<file path="config.mk">
export PLATFORM = sky130hd
export DESIGN_NAME = beacon_tx_slot_scheduler_core
export DESIGN_NICKNAME = d
export VERILOG_FILES = /design/src/sv/btss_pkg.sv /design/src/sv/beacon_tx_slot_scheduler_core.sv
export SDC_FILE = /design/constraint.sdc
export NUM_CORES = 2
export LEC_CHECK = 0
export ABC_AREA = 1
export BUFFER_PORTS_ARGS = -buffer_cell sky130_fd_sc_hd__buf_2
export CAP_MARGIN = 40
export CELL_PAD_IN_SITES_DETAIL_PLACEMENT = 2
export CELL_PAD_IN_SITES_GLOBAL_PLACEMENT = 2
export CORE_MARGIN = 4
export CORE_UTILIZATION = 40
export DETAILED_ROUTE_END_ITERATION = 10
export PLACE_DENSITY = 0.83
export SLEW_MARGIN = 30
export SYNTH_ARGS = -nofsm -noshare
export SYNTH_HDL_FRONTEND = slang
export SYNTH_SLANG_ARGS = --single-unit
</file>
<file path="constraint.sdc">
create_clock -name i_clk -period 12.2 [get_ports i_clk]
set_input_delay 0.61 -clock i_clk [delete_from_list [all_inputs] [get_ports i_clk]]
set_output_delay 0.61 -clock i_clk [all_outputs]
set_load 0.05 [all_outputs]
</file>
<file path="src/sv/btss_pkg.sv">
// Shared constants, register indexes and the dial frequency table of the beacon slot scheduler.
`default_nettype none

package btss_pkg;

    localparam int unsigned MODE_W    = 2;
    localparam int unsigned BAND_W    = 4;
    localparam int unsigned ADJ_W     = 32;
    localparam int unsigned BCD_W     = 7;
    localparam int unsigned ENT_W     = 8;
    localparam int unsigned FREQ_W    = 32;
    localparam int unsigned PHASE_W   = 2;
    localparam int unsigned COUNT_W   = 32;
    localparam int unsigned ACC_W     = 5;
    localparam int unsigned OFFSET_W  = 8;
    localparam int unsigned CFG_IDX_W = 2;
    localparam int unsigned CFG_DAT_W = 32;
    localparam int unsigned PROD_W    = FREQ_W + ADJ_W;
    localparam int unsigned UNITY_SHIFT = 19;

    typedef logic [MODE_W-1:0]    t_mode;
    typedef logic [CFG_IDX_W-1:0] t_cfg_idx;

    // Configuration register indexes.
    localparam t_cfg_idx REG_TX_MODE      = 2'd0;
    localparam t_cfg_idx REG_BAND_INDEX   = 2'd1;
    localparam t_cfg_idx REG_CLOCK_ADJUST = 2'd2;

    // Transmit modes.
    localparam t_mode MODE_OFF   = 2'd0;
    localparam t_mode MODE_SCHED = 2'd1;
    localparam t_mode MODE_TEST  = 2'd2;

    // Reset values of the configuration registers.
    localparam logic [BAND_W-1:0] BAND_RESET   = 4'd4;
    localparam logic [ADJ_W-1:0]  ADJUST_RESET = 32'h0008_0000;

    // Slot codes, compared against the raw BCD second.
    localparam logic [BCD_W-1:0] SEC_START = 7'h01;
    localparam logic [BCD_W-1:0] SEC_STOP  = 7'h57;

    localparam logic [FREQ_W-1:0] AUDIO_OFFSET_HZ = 32'd1500;
    localparam logic [ACC_W-1:0]  RND_MODULUS     = 5'd31;
    localparam logic signed [OFFSET_W-1:0] RND_CENTRE = 8'sd15;

    // Dial frequencies; indexes beyond the last band saturate to it.
    function automatic logic [FREQ_W-1:0] dial_hz(input logic [BAND_W-1:0] band);
        logic [FREQ_W-1:0] hz;
        case (band)
            4'd0:    hz = 32'd1836600;
            4'd1:    hz = 32'd3568600;
            4'd2:    hz = 32'd7038600;
            4'd3:    hz = 32'd10138700;
            4'd4:    hz = 32'd14095600;
            4'd5:    hz = 32'd18104600;
            4'd6:    hz = 32'd21094600;
            4'd7:    hz = 32'd24924600;
            default: hz = 32'd28124600;
        endcase
        return hz;
    endfunction

endpackage

`default_nettype wire

</file>
<file path="src/sv/beacon_tx_slot_scheduler_core.sv">
// Beacon transmit slot scheduler: slot state machine, channel draw and frequency computation.
`default_nettype none

// Each accepted item is one real-time clock tick (BCD minute, BCD second and
// an entropy byte) and yields exactly one result item. The block moves between
// off, waiting for a slot and transmitting. In scheduled mode transmission
// starts at second 01 of an even minute and ends at second 57 of an odd minute;
// each end counts a message and draws a new random channel offset of -90 to
// +90 Hz in steps of 6 Hz. In continuous test mode the carrier starts at once
// and never stops, and carrier_only is raised. Any change of tx_mode between
// ticks returns the machine to off first. While off or waiting, the transmit
// frequency is recomputed as (dial + 1500 + offset) * clock_adjust >> 19, so a
// channel drawn at a stop appears on the next tick. While the result channel
// does not stall, the block takes one item per clock cycle: an item is caught
// in an input register, processed by one 32 by 32 bit multiply and the state
// update, and its result is held in a result register, from which it is
// offered. The multiply path sets the clock limit. A stalled result holds the
// input register, and a new item is still taken whenever the input register
// is empty or moving on.
// Configuration is written through a plain write port and should only be
// changed while no item is in flight; writes to unused indexes are ignored.
module beacon_tx_slot_scheduler_core (
    input  wire logic                               i_clk,
    input  wire logic                               i_rst_n,
    // Configuration write port.
    input  wire logic                               i_cfg_we,
    input  wire logic [btss_pkg::CFG_IDX_W-1:0]     i_cfg_index,
    input  wire logic [btss_pkg::CFG_DAT_W-1:0]     i_cfg_data,
    // Input channel.
    input  wire logic                               i_in_valid,
    output logic                                    o_in_stall,
    input  wire logic [btss_pkg::BCD_W-1:0]         i_minute_bcd,
    input  wire logic [btss_pkg::BCD_W-1:0]         i_second_bcd,
    input  wire logic [btss_pkg::ENT_W-1:0]         i_entropy_byte,
    // Result channel.
    output logic                                    o_out_valid,
    input  wire logic                               i_out_stall,
    output logic [btss_pkg::FREQ_W-1:0]             o_tx_freq_hz,
    output logic [btss_pkg::PHASE_W-1:0]            o_phase,
    output logic                                    o_start_pulse,
    output logic                                    o_stop_pulse,
    output logic [btss_pkg::COUNT_W-1:0]            o_sent_count,
    output logic                                    o_carrier_only
);
    import btss_pkg::*;

    typedef enum logic [PHASE_W-1:0] {
        PH_OFF  = 2'd0,
        PH_WAIT = 2'd1,
        PH_TX   = 2'd2
    } t_phase;

    // Configuration registers.
    t_mode              r_tx_mode;
    logic [BAND_W-1:0]  r_band_index;
    logic [ADJ_W-1:0]   r_clock_adjust;

    // Input register.
    logic               r_in_valid;
    logic [BCD_W-1:0]   r_minute;
    logic [BCD_W-1:0]   r_second;
    logic [ENT_W-1:0]   r_entropy;

    // Scheduler state; the phase, frequency and counter double as result fields.
    t_phase                     r_phase,   n_phase;
    t_mode                      r_prev_mode;
    logic [ACC_W-1:0]           r_rnd_acc, n_rnd_acc;
    logic signed [OFFSET_W-1:0] r_offset,  n_offset;
    logic [COUNT_W-1:0]         r_count,   n_count;
    logic [FREQ_W-1:0]          r_freq,    n_freq;

    // Result register.
    logic r_out_valid;
    logic r_start, n_start;
    logic r_stop,  n_stop;
    logic r_carrier;

    logic advance;
    logic take_in;

    // The processing stage moves on when the result register is free or being emptied.
    assign advance    = !r_out_valid || !i_out_stall;
    assign o_in_stall = r_in_valid && !advance;
    assign take_in    = i_in_valid && !o_in_stall;

    always_ff @(posedge i_clk) begin
        if (!i_rst_n) begin
            r_tx_mode      <= MODE_OFF;
            r_band_index   <= BAND_RESET;
            r_clock_adjust <= ADJUST_RESET;
        end else if (i_cfg_we) begin
            case (i_cfg_index)
                REG_TX_MODE:      r_tx_mode      <= i_cfg_data[MODE_W-1:0];
                REG_BAND_INDEX:   r_band_index   <= i_cfg_data[BAND_W-1:0];
                REG_CLOCK_ADJUST: r_clock_adjust <= i_cfg_data[ADJ_W-1:0];
                default: ;
            endcase
        end
    end

    always_ff @(posedge i_clk) begin
        if (!i_rst_n) begin
            r_in_valid <= 1'b0;
        end else if (advance || !r_in_valid) begin
            r_in_valid <= i_in_valid;
        end
    end

    always_ff @(posedge i_clk) begin
        if (take_in) begin
            r_minute  <= i_minute_bcd;
            r_second  <= i_second_bcd;
            r_entropy <= i_entropy_byte;
        end
    end

    // Per-tick work: mode check, phase step, channel draw and frequency.
    logic                       even_min;
    logic [FREQ_W-1:0]          base_hz;
    logic [PROD_W-1:0]          product;
    logic [ACC_W+3:0]           acc_sum;
    logic [ACC_W:0]             acc_fold;
    logic signed [OFFSET_W-1:0] centred;

    always_comb begin
        even_min  = !r_minute[0];
        n_phase   = r_phase;
        n_rnd_acc = r_rnd_acc;
        n_offset  = r_offset;
        n_count   = r_count;
        n_freq    = r_freq;
        n_start   = 1'b0;
        n_stop    = 1'b0;

        // A mode change since the previous tick, or mode off, forces the machine off.
        if (r_prev_mode != r_tx_mode) begin
            n_phase = PH_OFF;
        end
        if (r_tx_mode == MODE_OFF) begin
            n_phase = PH_OFF;
        end else if (n_phase == PH_OFF) begin
            n_phase = PH_WAIT;
        end
        // Only scheduled mode keeps its drawn channel.
        if (r_tx_mode != MODE_SCHED) begin
            n_offset = '0;
        end

        base_hz = dial_hz(r_band_index) + AUDIO_OFFSET_HZ
                + {{(FREQ_W-OFFSET_W){n_offset[OFFSET_W-1]}}, n_offset};
        product = PROD_W'(base_hz) * PROD_W'(r_clock_adjust);

        // Since 32 is one more than 31, folding the high bits onto the low
        // bits and one conditional subtract gives the remainder.
        acc_sum  = (ACC_W+4)'(r_rnd_acc) + (ACC_W+4)'(r_entropy);
        acc_fold = (ACC_W+1)'(acc_sum[ACC_W+3:ACC_W]) + (ACC_W+1)'(acc_sum[ACC_W-1:0]);
        if (acc_fold >= (ACC_W+1)'(RND_MODULUS)) begin
            acc_fold = acc_fold - (ACC_W+1)'(RND_MODULUS);
        end
        centred = $signed({{(OFFSET_W-ACC_W-1){1'b0}}, acc_fold}) - RND_CENTRE;

        case (n_phase)
            PH_OFF: begin
                n_freq = product[UNITY_SHIFT +: FREQ_W];
            end
            PH_WAIT: begin
                n_freq = product[UNITY_SHIFT +: FREQ_W];
                if ((even_min && r_second == SEC_START) || r_tx_mode == MODE_TEST) begin
                    n_phase = PH_TX;
                    n_start = 1'b1;
                end
            end
            PH_TX: begin
                if (!even_min && r_second == SEC_STOP && r_tx_mode != MODE_TEST) begin
                    n_phase   = PH_WAIT;
                    n_count   = r_count + COUNT_W'(1);
                    n_stop    = 1'b1;
                    n_rnd_acc = acc_fold[ACC_W-1:0];
                    n_offset  = (centred <<< 2) + (centred <<< 1);
                end
            end
            default: ;
        endcase
    end

    // State and result registers, loaded together when an item is processed.
    always_ff @(posedge i_clk) begin
        if (!i_rst_n) begin
            r_phase     <= PH_OFF;
            r_prev_mode <= MODE_OFF;
            r_rnd_acc   <= '0;
            r_offset    <= '0;
            r_count     <= '0;
            r_freq      <= '0;
            r_out_valid <= 1'b0;
            r_start     <= 1'b0;
            r_stop      <= 1'b0;
            r_carrier   <= 1'b0;
        end else if (advance) begin
            r_out_valid <= r_in_valid;
            if (r_in_valid) begin
                r_phase     <= n_phase;
                r_prev_mode <= r_tx_mode;
                r_rnd_acc   <= n_rnd_acc;
                r_offset    <= n_offset;
                r_count     <= n_count;
                r_freq      <= n_freq;
                r_start     <= n_start;
                r_stop      <= n_stop;
                r_carrier   <= (r_tx_mode == MODE_TEST);
            end
        end
    end

    assign o_out_valid    = r_out_valid;
    assign o_tx_freq_hz   = r_freq;
    assign o_phase        = r_phase;
    assign o_start_pulse  = r_start;
    assign o_stop_pulse   = r_stop;
    assign o_sent_count   = r_count;
    assign o_carrier_only = r_carrier;

endmodule

`default_nettype wire
</file>
# Word-level counts from Yosys, hierarchy flattened
# Memory sizes are Yosys's and may differ from the RTL's. A register that Yosys moved wholly into a read port is not among the register bits.
# Cells that the tools add are included.
# op_classes
n_addsub	8
multipliers	1
n_lt_le_gt_ge	1
n_eq_ne	10
muxes	17
reduce_logical	25
# ops
op	count
32-bit by 32-bit multiplier with 51-bit output	1
32-bit by 1-bit adder with 32-bit output (second input constant)	1
32-bit by 11-bit adder with 32-bit output (second input constant)	1
32-bit adder	1
32-bit two-way mux	1
8-bit two-way mux	3
2-bit two-way mux	5
5-bit by 8-bit adder with 9-bit output	1
8-bit adder	1
2-bit zero test	4
2-bit AND reduction	4
7-bit by 1-bit == test with 1-bit output (second input constant)	1
7-bit == test (second input constant)	1
6-bit by 4-bit subtractor with 7-bit output (second input constant)	1
4-bit by 5-bit adder with 6-bit output	1
2-bit == test (second input constant)	3
6-bit by 5-bit >= comparator with 1-bit output (second input constant)	1
1-bit zero test	6
3-bit two-way mux	2
6-bit two-way mux	1
6-bit by 5-bit subtractor with 6-bit output (second input constant)	1
1-bit logical AND	5
2-bit by 1-bit == test with 1-bit output (second input constant)	2
1-bit two-way mux	4
8 further kinds	10
# word_totals
ff_bits	140
rom_bits	176
in_bits	61
output_inout_bits	71
word_cells	80
n_memories	1
# mem_list
name	words	word_bits	rd	rd_ports_with_merged_regs	wr	line_no	rtl
(no name shown)	8	22	1	1	0	btss_pkg.sv:49	case (band)

# Depth between registers and ports, before layout
# logic_depth
word_depth	8
mapped_depth	53
mapped_depth_nobuf	52

# Least setup slack after synthesis
# Ideal clock, no wire load.
# synth_timing
kind	reg-to-reg
from	register r_tx_mode[1]
to	register r_freq[31], in the netlist o_tx_freq_hz[31]
setup_ns	0.118
t_arrival_ns	9.005
required_ns	12.082
path_slack_ns	3.077
stages_incl_launch_ff	49
path_buffers	3
synth_period_minus_slack_ns	9.123
cell_sequence	dfxtp_1 -> inv_2 -> nand3_1 -> buf_4 -> buf_1 -> inv_1 -> ha_1 -> ha_1 -> nand2_1 -> inv_1 -> a21oi_1 -> nand2_1 -> nand2_1 -> nand2_1 -> nor2_2 -> nand2_1 -> nand2_1 -> inv_1 -> [13 not listed] -> fa_1 -> fa_1 -> inv_1 -> ha_1 -> a21oi_1 -> inv_1 -> a31oi_1 -> o21ai_0 -> inv_1 -> a21oi_1 -> a311oi_1 -> nand2_1 -> inv_1 -> nand3_1 -> nand2_1 -> nor2_1 -> nor2_1 -> nor2_1
# synth_between
elab_chain_len	8
word_cells_on_any_way	14
classes_between	add/sub (1); mul (1); eq/ne (3); mux (4); reduce/logical (5)
# synth_lines
element	line_no	rtl
from (decl)	beacon_tx_slot_scheduler_core.sv:54	t_mode r_tx_mode;
from (signal assigned)	beacon_tx_slot_scheduler_core.sv:93	REG_TX_MODE: r_tx_mode <= i_cfg_data[MODE_W-1:0];
branches (longest 8 deep; another with 32-bit by 32-bit multiplier with 51-bit output)	n/a	
to (signal assigned)	beacon_tx_slot_scheduler_core.sv:207	r_freq <= n_freq;
to (decl)	beacon_tx_slot_scheduler_core.sv:70	logic [FREQ_W-1:0] r_freq, n_freq;
# Parallel ways; which one is timed is not known.
# A chain may end at the register's enable or synchronous reset.

# Final worst setup path
# layout_timing
from	register r_tx_mode[1]
to	register r_freq[21], in the netlist o_tx_freq_hz[21]
# Same word-level chain as after synthesis.

==> metrics <==
worst-path fanout max 23; Met1 Wirelength 64700 um; Pre-Repair DR Iteration Count 5; syn avg cell area 7.89 sq um; Critical Path AT about 12 ns; multi-input logic area roughly 29000 sq um; hold wc startpoint i_entropy_byte[7]; crit start category flop; clk slew on worst S/H paths approximately 0.10 ns; CTS root buf clkbuf_16; post-cts gate resize count 0; Via-to-Cell Ratio roughly 5.6; Reg2Reg Launch Point r_tx_mode[1]; Worst Path Buf+Inv 14; flops & latches, synth 161; outcome finished, final reports clean; Slew headroom 0.394; IO buf count between 100 and 150; DRT Wirelength approximately 170000 um; core area a little over 90000 sq um; RSZ-0062 raised after global routing false; Slowest-stage cell, CP nor2_2; Num CTS Buffers 17; clock buffer depth 2; met2 WL about 83000 um; Setup TNS 0 ns; hpwl dp between 100000 and 150000 um; hold path cells 1; Post-synth top flop dfxtp_1; Worst setup EP type flop; Die Wd 315 um; antenna violations before repair 4; Final Hold Vio Count 0; Worst Path Required around 13 ns; Final min period around 11 ns; # H-tree levels 4; CTS Hold Bufs 0; # setup viols final 0; Post-synth ARST share 0; post-synth cell types 58; drt drc 0; RR Endpoint o_tx_freq_hz[21]; CTS tree built; vias between 30000 and 40000; warnings from Yosys 0; Crit path largest cell delay 0.64 ns; Tot Pwr between 0.008 and 0.009 W; layout cells sized above 1 0.0699; final worst-path cycle share 0.924; Leak Pwr 20.5 nW; global route total overflow 0; CTS Sinks about 160; Mapped Area between 30000 and 40000 sq um; vias in the first global route about 41000; I/O pin cnt about 130; Most common cell on crit path inv_1; P&R area growth vs syn 8.03%; DR top layer met4; worst skew pair latency between 0.5 and 0.6 ns; routability cong. between 0.9 and 1; Power Dens Cells 210 nW/um^2; Detailed Route Iter0 Violations between 2000 and 3000; most frequent cells in the layout inv_1 (1184), nand2_1 (908), fa_1 (824); syn nets approximately 5900; global-route wire length before repair roughly 260000 um; FF+latch area 3390 sq um; Hold Path Class in -> reg; flop2flop setup slack a little over 0.9 ns; row count roughly 110; FF-to-FF path depth 43; Peak Freq 0.0887 GHz; max-slew violation count 0; Total Nets Final roughly 6000; Initial Utilization 0.404; most common cell after layout, fill and taps aside inv_1; largest net degree at the start of global routing between 60 and 70; max_cap viols 0; WL met3 between 10000 and 15000 um; crit path kind reg -> reg; hold path endpoint r_entropy[7]; GRT Total Usage 0.356; Post-Synthesis Cells 4793; Detail Route Antenna Nets 0; Top delay family on crit path adder cells; DR WL/cell roughly 28 um; post-CTS setup buffer count 0; maximum vdd drop roughly 0.24 mV; final setup skew between 0.04 and 0.05 ns; die height 315 um; sequential element share of the synthesized area 0.0895; Post-synth EDFFs 16; die area slightly below 100000 sq um; fillers 10700; Worst-Margin Slew 0.909 ns
==> synthesized netlist by cell type (14+ instances only) <==
library cell | number | area (sq um)
or2_2 | 29 | 181
o21ai_0 | 129 | 646
o211ai_1 | 19 | 143
nor2_1 | 604 | 2270
fa_1 | 824 | 16500
xnor2_1 | 14 | 123
xor2_1 | 33 | 289
ha_1 | 248 | 3100
clkinv_1 | 17 | 63.8
edfxtp_1 | 16 | 480
a21oi_1 | 180 | 901
dfxtp_1 | 145 | 2900
clkbuf_1 | 171 | 642
nand3_1 | 87 | 435
nand2_1 | 908 | 3410
inv_1 | 1185 | 4450
nor3_1 | 31 | 155
o21a_1 | 19 | 143
nand4_1 | 22 | 138
==> logic make-up after synthesis <==
kind of cell / synth area share
buf+inv: 0.138
fa+ha+maj: 0.518
flops: 0.0895
xor+xnor: 0.0109
simple gates: 0.185
compound gates: 0.0584
==> area by class of cell <==
class,instances,area share
clock inverter,15,0.00411
timing repair buffer,232,0.0375
sequential,161,0.0830
inverter,1210,0.111
multi-input combinational,3243,0.715
clock buffer,17,0.0104
antenna,5,0.000306
tap,1254,0.0384
==> worst register-to-register path, delay by kind of cell (launching register included) <==
family,cells,cell delay (ns)
buf+inv,14,1.81
flops,1,0.40
simple gates,13,2.29
compound gates,5,1.31
fa+ha+maj,11,5.44
==> how the worst max path moves through the flow <==
stage / startpoint / endpoint / slack [ns] / depth (start not counted)
finish: r_tx_mode[1] / o_tx_freq_hz[21] / 0.92 / 43
global route: r_tx_mode[1] / o_tx_freq_hz[21] / 0.49 / 43
CTS: r_tx_mode[1] / o_tx_freq_hz[21] / 1.03 / 44
detailed placement: r_tx_mode[1] / o_tx_freq_hz[21] / 1.13 / 44
global placement: r_tx_mode[1] / o_tx_freq_hz[21] / 1.58 / 44
floorplan: r_tx_mode[1] / o_tx_freq_hz[31] / 3.08 / 48
==> routing by layer <==
metal,vias up,global-route usage
li1,14100,-
met1,17800,0.413
met2,1620,0.603
met3,686,0.0781
met4,0,0.221
met5,-,0
==> report_power, final <==
| part | total [W] | internal [W] | leakage [nW] | switching [W] |
|---|---|---|---|---|
| Combinational | 0.00738 | 0.00238 | 18.9 | 0.00500 |
| Clock | 0.000586 | 0.000273 | 0.284 | 0.000313 |
| Sequential | 0.000624 | 0.000585 | 1.34 | 0.0000391 |
| Total | 0.00859 | 0.00323 | 20.5 | 0.00535 |
==> stage by stage <==
stage / std cells / hold WS [ns] / utilization / instance area, sq um / setup WS, ns
2_1_floorplan: 4793 / 0.444 / - / 37800 / 3.08
3_3_place_gp: 6085 / 0.455 / 0.428 / 40000 / 1.58
3_5_place_dp: 6094 / 0.474 / 0.430 / 40100 / 1.13
4_1_cts: 6126 / 0.214 / 0.436 / 40700 / 1.03
5_1_grt: 6132 / 0.239 / 0.437 / 40800 / 0.486
6_report: 6137 / 0.250 / 0.437 / 40800 / 0.922
Note: power is estimated with default switching activity, not from simulation.
